==> config.mk <==
export PLATFORM = sky130hd
export DESIGN_NAME = serial_command_keyword_parser
export DESIGN_NICKNAME = d
export VERILOG_FILES = /design/src/rtl/sckp_pkg.sv /design/src/rtl/sckp_match.sv /design/src/rtl/serial_command_keyword_parser.sv
export VERILOG_INCLUDE_DIRS = /design/src /design/src/rtl
export SDC_FILE = /design/constraint.sdc
export NUM_CORES = 1
export LEC_CHECK = 0
export BUFFER_PORTS_ARGS = -buffer_cell sky130_fd_sc_hd__buf_2
export CAP_MARGIN = 25
export CORE_MARGIN = 1.5
export CORE_UTILIZATION = 45
export CTS_CLUSTER_SIZE = 28
export DETAILED_ROUTE_END_ITERATION = 10
export HOLD_SLACK_MARGIN = 0.02
export SYNTH_ARGS = -nofsm -noshare
export SYNTH_HDL_FRONTEND = slang
export SYNTH_HIERARCHICAL = 1
export SYNTH_SLANG_ARGS = --single-unit
export TNS_END_PERCENT = 30
==> constraint.sdc <==
create_clock -name clk -period 4.58 [get_ports clk]
set_input_delay 0.229 -clock clk [delete_from_list [all_inputs] [get_ports clk]]
set_output_delay 0.229 -clock clk [all_outputs]
set_load 0.005 [all_outputs]
==> src/rtl/assert_macros.svh <==
// ----------------------------------------------------------------------------
// Assertion macros
// Shared concurrent assertion forms for the keyword parser RTL.
// ----------------------------------------------------------------------------
`ifndef ASSERT_MACROS_SVH
`define ASSERT_MACROS_SVH

// Same-cycle implication, disabled while reset is asserted.
`define SCKP_ASSERT_IMPL(label, clk, rst_n, ante, cons, msg) \
  label: assert property (@(posedge clk) disable iff (!rst_n) (ante) |-> (cons)) \
    else $error(msg);

// Next-cycle implication, disabled while reset is asserted.
`define SCKP_ASSERT_NEXT(label, clk, rst_n, ante, cons, msg) \
  label: assert property (@(posedge clk) disable iff (!rst_n) (ante) |=> (cons)) \
    else $error(msg);

`endif

==> src/rtl/sckp_pkg.sv <==
// ----------------------------------------------------------------------------
// sckp_pkg
// Types, character codes and keyword tables of the serial keyword parser.
// ----------------------------------------------------------------------------
package sckp_pkg;

  localparam int BUFFER_DEPTH = 15;
  localparam int CNT_W        = $clog2(BUFFER_DEPTH);
  localparam int KEY_COUNT    = 6;
  localparam int KEY_MAX      = 10;
  localparam int KIDX_W       = $clog2(KEY_MAX);
  localparam int CMD_W        = 3;

  localparam logic [7:0] CH_AT   = 8'h40;
  localparam logic [7:0] CH_DASH = 8'h2D;
  localparam logic [7:0] CH_HASH = 8'h23;
  localparam logic [7:0] CH_ZERO = 8'h30;

  // Keyword text, leading '@' included, zero padded.
  localparam logic [7:0] KEY_TEXT [KEY_COUNT][KEY_MAX] = '{
    '{8'h40, 8'h72, 8'h67, 8'h62, 8'h00, 8'h00, 8'h00, 8'h00, 8'h00, 8'h00},
    '{8'h40, 8'h6C, 8'h63, 8'h64, 8'h00, 8'h00, 8'h00, 8'h00, 8'h00, 8'h00},
    '{8'h40, 8'h72, 8'h65, 8'h6C, 8'h61, 8'h79, 8'h4F, 8'h4E, 8'h00, 8'h00},
    '{8'h40, 8'h72, 8'h65, 8'h6C, 8'h61, 8'h79, 8'h4F, 8'h46, 8'h46, 8'h00},
    '{8'h40, 8'h6D, 8'h6F, 8'h74, 8'h6F, 8'h72, 8'h4F, 8'h4E, 8'h00, 8'h00},
    '{8'h40, 8'h6D, 8'h6F, 8'h74, 8'h6F, 8'h72, 8'h4F, 8'h46, 8'h46, 8'h00}
  };

  localparam logic [3:0] KEY_LEN [KEY_COUNT] = '{4'd4, 4'd4, 4'd8, 4'd9, 4'd8, 4'd9};

  typedef enum logic [1:0] {
    ST_IDLE,
    ST_RECV,
    ST_SCAN,
    ST_FINISH
  } sckp_state_t;

  // Control for one step of the compare and fold unit.
  typedef struct packed {
    logic clr;
    logic vld;
  } sckp_step_t;

  function automatic logic [7:0] key_char(input logic [CMD_W-1:0] k,
                                          input logic [CNT_W-1:0] j);
    logic [7:0] c;
    c = 8'h00;
    if (j < CNT_W'(KEY_MAX)) begin
      c = KEY_TEXT[k][j[KIDX_W-1:0]];
    end
    return c;
  endfunction

endpackage

==> src/rtl/sckp_match.sv <==
// ----------------------------------------------------------------------------
// sckp_match
// Compares stored bytes against the keywords and folds the decimal argument.
// ----------------------------------------------------------------------------
module sckp_match (
  input  logic                       clk,
  input  sckp_pkg::sckp_step_t       ctl,
  input  logic [7:0]                 byte_in,
  input  logic [sckp_pkg::CNT_W-1:0] idx,
  input  logic [sckp_pkg::CNT_W-1:0] split,
  input  logic                       dash,
  output logic                       found,
  output logic [sckp_pkg::CMD_W-1:0] command,
  output logic [7:0]                 argument
);
  import sckp_pkg::*;

  logic [KEY_COUNT-1:0] mask_r, mask_nxt;
  logic [7:0]           arg_r, arg_nxt;
  logic [KEY_COUNT-1:0] hit;

  always_comb begin
    mask_nxt = mask_r;
    arg_nxt  = arg_r;
    if (ctl.clr) begin
      mask_nxt = '1;
      arg_nxt  = '0;
    end else if (ctl.vld) begin
      if (idx < split) begin
        for (int k = 0; k < KEY_COUNT; k++) begin
          if (byte_in != key_char(CMD_W'(k), idx)) begin
            mask_nxt[k] = 1'b0;
          end
        end
      end else if (idx > split) begin
        // arg * 10 as two shifts, then add the digit, all modulo 256.
        arg_nxt = {arg_r[4:0], 3'b000} + {arg_r[6:0], 1'b0} + byte_in - CH_ZERO;
      end
    end
  end

  always_ff @(posedge clk) begin
    mask_r <= mask_nxt;
    arg_r  <= arg_nxt;
  end

  always_comb begin
    for (int k = 0; k < KEY_COUNT; k++) begin
      hit[k] = mask_r[k] && (CNT_W'(KEY_LEN[k]) == split);
    end
    found   = dash && (|hit);
    command = '0;
    for (int k = KEY_COUNT - 1; k >= 0; k--) begin
      if (dash && hit[k]) begin
        command = CMD_W'(k);
      end
    end
    argument = dash ? arg_r : 8'h00;
  end

endmodule

==> src/rtl/serial_command_keyword_parser.sv <==
// ----------------------------------------------------------------------------
// serial_command_keyword_parser
// Collects '@'-framed serial messages and decodes keyword and argument.
// ----------------------------------------------------------------------------
// Result: once the transfer that ends a message is taken, the stored bytes
//   (at most 14) are scanned and the result then goes to the output register.
// Throughput: one byte per cycle while a message is collected; the input is
//   then held off while the message memory is scanned and the result is loaded.
// Reset: rst_n is synchronous and active low; the block returns to idle,
//   waiting for '@', with no result pending.
`include "assert_macros.svh"

module serial_command_keyword_parser (
  input  logic                       clk,
  input  logic                       rst_n,
  input  logic                       in_valid,
  output logic                       in_ready,
  input  logic [7:0]                 in_rx_byte,
  output logic                       out_valid,
  input  logic                       out_ready,
  output logic                       out_found,
  output logic [sckp_pkg::CMD_W-1:0] out_command,
  output logic [7:0]                 out_argument
);
  import sckp_pkg::*;

  // Count value at which the store counts as full and the message ends.
  localparam logic [CNT_W-1:0] CNT_LAST = CNT_W'(BUFFER_DEPTH - 1);

  sckp_state_t state_r, state_nxt;

  logic [CNT_W-1:0] cnt_r, cnt_nxt;
  logic [CNT_W-1:0] split_r, split_nxt;
  logic             dash_r, dash_nxt;

  // Scan pipeline: read address, then the registered read data with its index.
  logic [CNT_W-1:0] rd_addr_r;
  logic             p_vld_r;
  logic [CNT_W-1:0] p_idx_r;
  logic [7:0]       rd_data_r;

  logic [7:0]       mem [BUFFER_DEPTH];

  logic             accept;
  logic             is_at, is_hash, is_dash;
  logic             wr_en;
  logic [CNT_W-1:0] wr_addr;
  logic             scan_clr;
  logic             issue;
  logic             load_out;

  logic             m_found;
  logic [CMD_W-1:0] m_command;
  logic [7:0]       m_argument;
  sckp_step_t       step;

  logic             out_valid_r;
  logic             out_found_r;
  logic [CMD_W-1:0] out_command_r;
  logic [7:0]       out_argument_r;

  assign accept  = in_valid && in_ready;
  assign is_at   = (in_rx_byte == CH_AT);
  assign is_hash = (in_rx_byte == CH_HASH);
  assign is_dash = (in_rx_byte == CH_DASH);

  // Next state. A message ends on '#' or when the byte being stored fills
  // the store. The scan ends once every stored byte has been read and the
  // last read has been consumed by the match unit.
  always_comb begin
    state_nxt = state_r;
    case (state_r)
      ST_IDLE: begin
        if (accept && is_at) begin
          state_nxt = ST_RECV;
        end
      end
      ST_RECV: begin
        if (accept && (is_hash || (cnt_r == CNT_LAST - 1'b1))) begin
          state_nxt = ST_SCAN;
        end
      end
      ST_SCAN: begin
        if ((rd_addr_r == cnt_r) && !p_vld_r) begin
          state_nxt = ST_FINISH;
        end
      end
      ST_FINISH: begin
        if (!out_valid_r || out_ready) begin
          state_nxt = ST_IDLE;
        end
      end
      default: begin
        state_nxt = ST_IDLE;
      end
    endcase
  end

  // State outputs. Input is taken only while collecting, so the memory is
  // never written and scanned at the same time and needs no forwarding.
  always_comb begin
    in_ready = 1'b0;
    scan_clr = 1'b0;
    issue    = 1'b0;
    load_out = 1'b0;
    case (state_r)
      ST_IDLE, ST_RECV: begin
        in_ready = 1'b1;
        scan_clr = 1'b1;
      end
      ST_SCAN: begin
        issue = (rd_addr_r != cnt_r);
      end
      ST_FINISH: begin
        load_out = !out_valid_r || out_ready;
      end
      default: begin
        in_ready = 1'b0;
      end
    endcase
  end

  // Message bookkeeping. The opening '@' is stored at address 0; a later
  // '@' is an ordinary character, and the '#' itself is never stored.
  always_comb begin
    cnt_nxt   = cnt_r;
    split_nxt = split_r;
    dash_nxt  = dash_r;
    wr_en     = 1'b0;
    wr_addr   = cnt_r;
    if (accept && (state_r == ST_IDLE) && is_at) begin
      wr_en     = 1'b1;
      wr_addr   = '0;
      cnt_nxt   = CNT_W'(1);
      split_nxt = '0;
      dash_nxt  = 1'b0;
    end else if (accept && (state_r == ST_RECV) && !is_hash) begin
      wr_en   = 1'b1;
      cnt_nxt = cnt_r + 1'b1;
      if (is_dash) begin
        // The last dash wins, so later ones move the split point.
        split_nxt = cnt_r;
        dash_nxt  = 1'b1;
      end
    end
  end

  always_ff @(posedge clk) begin
    if (!rst_n) begin
      state_r <= ST_IDLE;
      cnt_r   <= '0;
      split_r <= '0;
      dash_r  <= 1'b0;
    end else begin
      state_r <= state_nxt;
      cnt_r   <= cnt_nxt;
      split_r <= split_nxt;
      dash_r  <= dash_nxt;
    end
  end

  // Message memory: one write port while collecting, one registered read
  // port while scanning.
  always_ff @(posedge clk) begin
    if (wr_en) begin
      mem[wr_addr] <= in_rx_byte;
    end
    rd_data_r <= mem[rd_addr_r];
  end

  always_ff @(posedge clk) begin
    if (!rst_n) begin
      rd_addr_r <= '0;
      p_vld_r   <= 1'b0;
    end else if (scan_clr) begin
      rd_addr_r <= '0;
      p_vld_r   <= 1'b0;
    end else begin
      p_vld_r <= issue;
      if (issue) begin
        rd_addr_r <= rd_addr_r + 1'b1;
      end
    end
  end

  always_ff @(posedge clk) begin
    if (issue) begin
      p_idx_r <= rd_addr_r;
    end
  end

  assign step.clr = scan_clr;
  assign step.vld = p_vld_r;

  sckp_match u_match (
    .clk      (clk),
    .ctl      (step),
    .byte_in  (rd_data_r),
    .idx      (p_idx_r),
    .split    (split_r),
    .dash     (dash_r),
    .found    (m_found),
    .command  (m_command),
    .argument (m_argument)
  );

  // Output register: the result waits here until its transfer completes,
  // while the next message is already being collected.
  always_ff @(posedge clk) begin
    if (!rst_n) begin
      out_valid_r <= 1'b0;
    end else if (load_out) begin
      out_valid_r <= 1'b1;
    end else if (out_ready) begin
      out_valid_r <= 1'b0;
    end
  end

  always_ff @(posedge clk) begin
    if (load_out) begin
      out_found_r    <= m_found;
      out_command_r  <= m_command;
      out_argument_r <= m_argument;
    end
  end

  assign out_valid    = out_valid_r;
  assign out_found    = out_found_r;
  assign out_command  = out_command_r;
  assign out_argument = out_argument_r;

  `SCKP_ASSERT_IMPL(a_cnt_bound, clk, rst_n, state_r == ST_RECV, cnt_r < CNT_LAST, "count overrun while collecting")
  `SCKP_ASSERT_IMPL(a_split_inside, clk, rst_n, dash_r && (state_r != ST_IDLE), split_r < cnt_r, "split point outside the message")
  `SCKP_ASSERT_IMPL(a_cmd_range, clk, rst_n, out_valid_r && out_found_r, out_command_r < CMD_W'(KEY_COUNT), "found command out of range")
  `SCKP_ASSERT_NEXT(a_hash_ends, clk, rst_n, accept && (state_r == ST_RECV) && is_hash, state_r == ST_SCAN, "terminator did not start the scan")

endmodule

==> results.md <==
| Parameter | This run | Unit |
|:---|:---|:---|
| Place WS | 1.596 | ns |
| Hold violation total from the final report | 0 | - |
| Cell Pwr Density | 358.2 | nW/µm² |
| Detail-routed via count per cell | 5.689 | - |
| Worst slew margin | 31.88 | % |
| Max-capacitance violation count | 0 | - |
| Actual slew at the worst max-slew pin | 1.018 | ns |
| Final GP Congestion | 0.8906 | - |
| Final worst clock skew | 0.01043 | ns |
| # IOs | 26 | - |
| Final Core Density | 50.94 | % |
| Synth area leader | sky130_fd_sc_hd__edfxtp_1 | - |
| List of most frequent post-synthesis cells | sky130_fd_sc_hd__edfxtp_1, sky130_fd_sc_hd__nor2_1, sky130_fd_sc_hd__nand2_1 | - |
| Number of distinct library cells after synthesis | 65 | - |
| H-tree depth | 4 | - |
| Overall fraction of global-route tracks in use | 19.47 | % |
| Ratio of cells with drive above 1 in the final layout | 14.70 | % |
| CORE AREA | 17900 | µm² |
| Number of synthesized flops with an enable pin | 136 | - |
| Area of the die | 19000 | µm² |
| Worst min-delay path category | input port to flop | - |
| Post-route clock period utilization | 65.05 | % |
| CTS tree | yes | - |
| Mapped Nets | 635 | - |
| Layout overhead on the synthesized area | 11.47 | % |
| Num rows | 49 | - |
| Proportion of netlist area held by the largest area contributor | 49.92 | % |
| Timing-limited maximum frequency | 335.6 | MHz |
| GRT Residual Overflow | 0 | - |
| Detail Route Antenna Nets | 0 | - |
| Most used routing layer in global routing | met2 | - |
| Reg2reg setup slack | 1.60 | ns |
| Total power after layout | 3.266 | mW |
| Number of resized instances in the post-cts repair step | 0 | - |
| Clock sink count | 175 | - |
| Number of antenna cells inserted | 0 | - |
| Initial Utilization | 45.69 | % |
| Area share of fa/ha/maj cells after synthesis | 5.506 | % |
| Sequential area share after synthesis | 59.47 | % |
| CTS clock-pin slew for the worst setup and hold paths | 0.07 | ns |
| Run status | finished clean | - |
| Summed instance area of the synthesized netlist | 8180 | µm² |
| Clock root buffer | sky130_fd_sc_hd__clkbuf_16 | - |
| Category of the worst setup path launch point | flop | - |
| Final Net Count | 658 | - |
| Drc violations | 0 | - |
| Switch Pwr | 0.7376 | mW |
| Die Span X | 137.8 | µm |
| Fraction of registers with async set or reset after synthesis | 0 | % |
| Top_reg_cell synth | sky130_fd_sc_hd__edfxtp_1 | - |
| Min cycle time layout | 2.979 | ns |
| Combinational share of power | 2.9 | % |
| Accumulated negative setup slack | 0 | ns |
| Critical Path AT | 3.32 | ns |
| Clock latency on the worst-skew pair | 0.43 | ns |
| Maximum buffer depth of the clock tree | 2 | - |
| Share of synthesized cell area in and, or, nand and nor gates | 9.483 | % |
| Post-synthesis compound-gate area fraction | 6.393 | % |
| First drt pass iteration count | 6 | - |
| Xor/xnor cell area share of the yosys netlist | 2.998 | % |
| Part of the total power dissipated in the clock network | 44.2 | % |
| Maximum number of pins on one net before global-route repair | 46 | - |
| HPWL Detailed | 11170 | µm |
| Synth top area cells | sky130_fd_sc_hd__edfxtp_1, sky130_fd_sc_hd__dfxtp_1, sky130_fd_sc_hd__mux4_1 | - |
| Average cell area after synthesis | 13.86 | µm² |
| Dominant combinational cell family by area after synthesis | multiplexers | - |
| Post-CTS Setup Inserts | 0 | - |
| Antenna violations before repair | 0 | - |
| Int Power | 2.529 | mW |
| Number of vias after detailed routing | 4864 | - |
| Number of design-rule violations left by the first detailed-router iteration | 582 | - |
| Grt met2 use | 32.33 | % |
| Synthesized instance count | 590 | - |
| Met3 track demand over resource | 4.893 | % |
| Maximum VDD drop | 282.5 | µV |
| Finish-stage setup viols | 0 | - |
| Synth Register Bits | 175 | - |
| WL/cell | 19.80 | µm |
| Share of total power consumed by net switching | 22.58 | % |
| Mux cell area share after synthesis | 12.76 | % |
| Met1 track utilization from global routing | 24.78 | % |
| Critical path required time | 4.92 | ns |
| Post-route worst setup slack | 1.601 | ns |
| Post-detailed-placement cell area | 8473 | µm² |
| Vertical die dimension | 137.8 | µm |
| Wire length of the first global-routing pass | 26650 | µm |
| Setup repair after global routing missed its margin | false | - |
| Post-CTS Hold Fix Bufs | 0 | - |
| Final Routed Wirelength | 16930 | µm |
| PortBufs | 25 | - |
| Leakage power | 3.002 | nW |
| Via count of the first global-routing pass | 4737 | - |
| CTS Buf Count | 17 | - |
| Library cell with the highest instance count after synthesis | sky130_fd_sc_hd__edfxtp_1 | - |
| Yosys synthesis warning count | 6 | - |
| Category of the critical setup timing path | flop to flop | - |
| Highest net fanout along the worst path | 9 | - |
| Number of max-slew violations in the final report | 0 | - |
| Crit. End Element | flop | - |
| Part of the power in registers | 52.9 | % |
| Final design area excluding fillers | 9119 | µm² |
## power by group through the flow
stage	Sequential [mW]	Combinational (mW)	Clock (mW)
after floorplan	1.75	0.0638	0
after global placement	1.76	0.0928	0
after detailed placement	1.76	0.0959	0
after CTS	1.73	0.0964	1.47
after global routing	1.73	0.108	1.54
final	1.73	0.0961	1.44
## per-layer routing
| metal | wire length [µm] | share of wire, % |
|---|---|---|
| met1 | 7240 | 43 |
| met4 | 412 | 2.4 |
| met5 | 0 | 0 |
| met3 | 848 | 5.0 |
| met2 | 8425 | 50 |
## metrics by stage
| step | hold slack [ns] | cells |
|---|---|---|
| after detailed placement | 0.4790 | 818 |
| after floorplan | 0.3279 | 590 |
| after CTS | 0.08287 | 850 |
| final | 0.09662 | 855 |
| after global placement | 0.4743 | 818 |
| after global routing | 0.1110 | 855 |
## worst paths after layout
check,from,depth (start not counted),endpoint
max,rd_data_r[3],10,u_match/arg_r[7]
min,rst_n,3,state_r[1]
max reg2reg,rd_data_r[3],10,u_match/arg_r[7]
min reg2reg,u_match/mask_r[4],2,u_match/mask_r[4]
## cell families after synthesis
| group | after synthesis |
|---|---|
| DFF | 175 |
| and+or+nand+nor | 158 |
| AOI/OAI and AO/OA | 79 |
| buffers and inverters | 61 |
| muxes | 56 |
| adders and majority gates | 33 |
| xor gates and xnor gates | 28 |
## sequential cells by signal, indices dropped and copies added, names as in the netlist, 2 cells and up
name            count
cnt_r               4
mem               120
out_argument        8
out_command         3
p_idx_r             4
rd_addr_r           4
rd_data_r           8
split_r             4
state_r             2
u_match/arg_r       8
u_match/mask_r      6
## critical path, stage by stage (launching register included)
cell and delay (ns):
sky130_fd_sc_hd__dfxtp_1 0.50, sky130_fd_sc_hd__inv_1 0.20, sky130_fd_sc_hd__fa_1 0.57, sky130_fd_sc_hd__inv_1 0.04, sky130_fd_sc_hd__ha_1 0.28, sky130_fd_sc_hd__ha_1 0.23
sky130_fd_sc_hd__fa_1 0.41, sky130_fd_sc_hd__a21o_1 0.20, sky130_fd_sc_hd__a21oi_1 0.17, sky130_fd_sc_hd__xnor2_1 0.08, sky130_fd_sc_hd__a211oi_1 0.23
## placed cells by master (no fill, tap or decap), drive strengths merged, types with 4 or more instances in the layout
cell / instances
ha: 28
edfxtp: 136
and2: 9
nand2: 40
xnor2: 23
clkbuf: 18
nor3: 11
o31ai: 6
inv: 35
a22oi: 4
buf: 37
xor2: 5
nand3: 14
nor2b: 5
nor2: 49
a21oi: 17
nor4: 4
nand4: 8
fa: 5
o21ai: 23
mux4: 32
mux2i: 21
nand2b: 4
dfxtp: 39
clkinv: 6
a211oi: 6
## cell type report
class / instances / area [µm²]
timing repair buffer: 37 / 222.7
tap: 229 / 286.5
inverter: 28 / 105.1
clock inverter: 14 / 171.4
multi-input combinational: 354 / 3038
fill: 1505 / 8783
clock buffer: 18 / 429.2
sequential: 175 / 4866
Power figures use the tool's default switching activity.
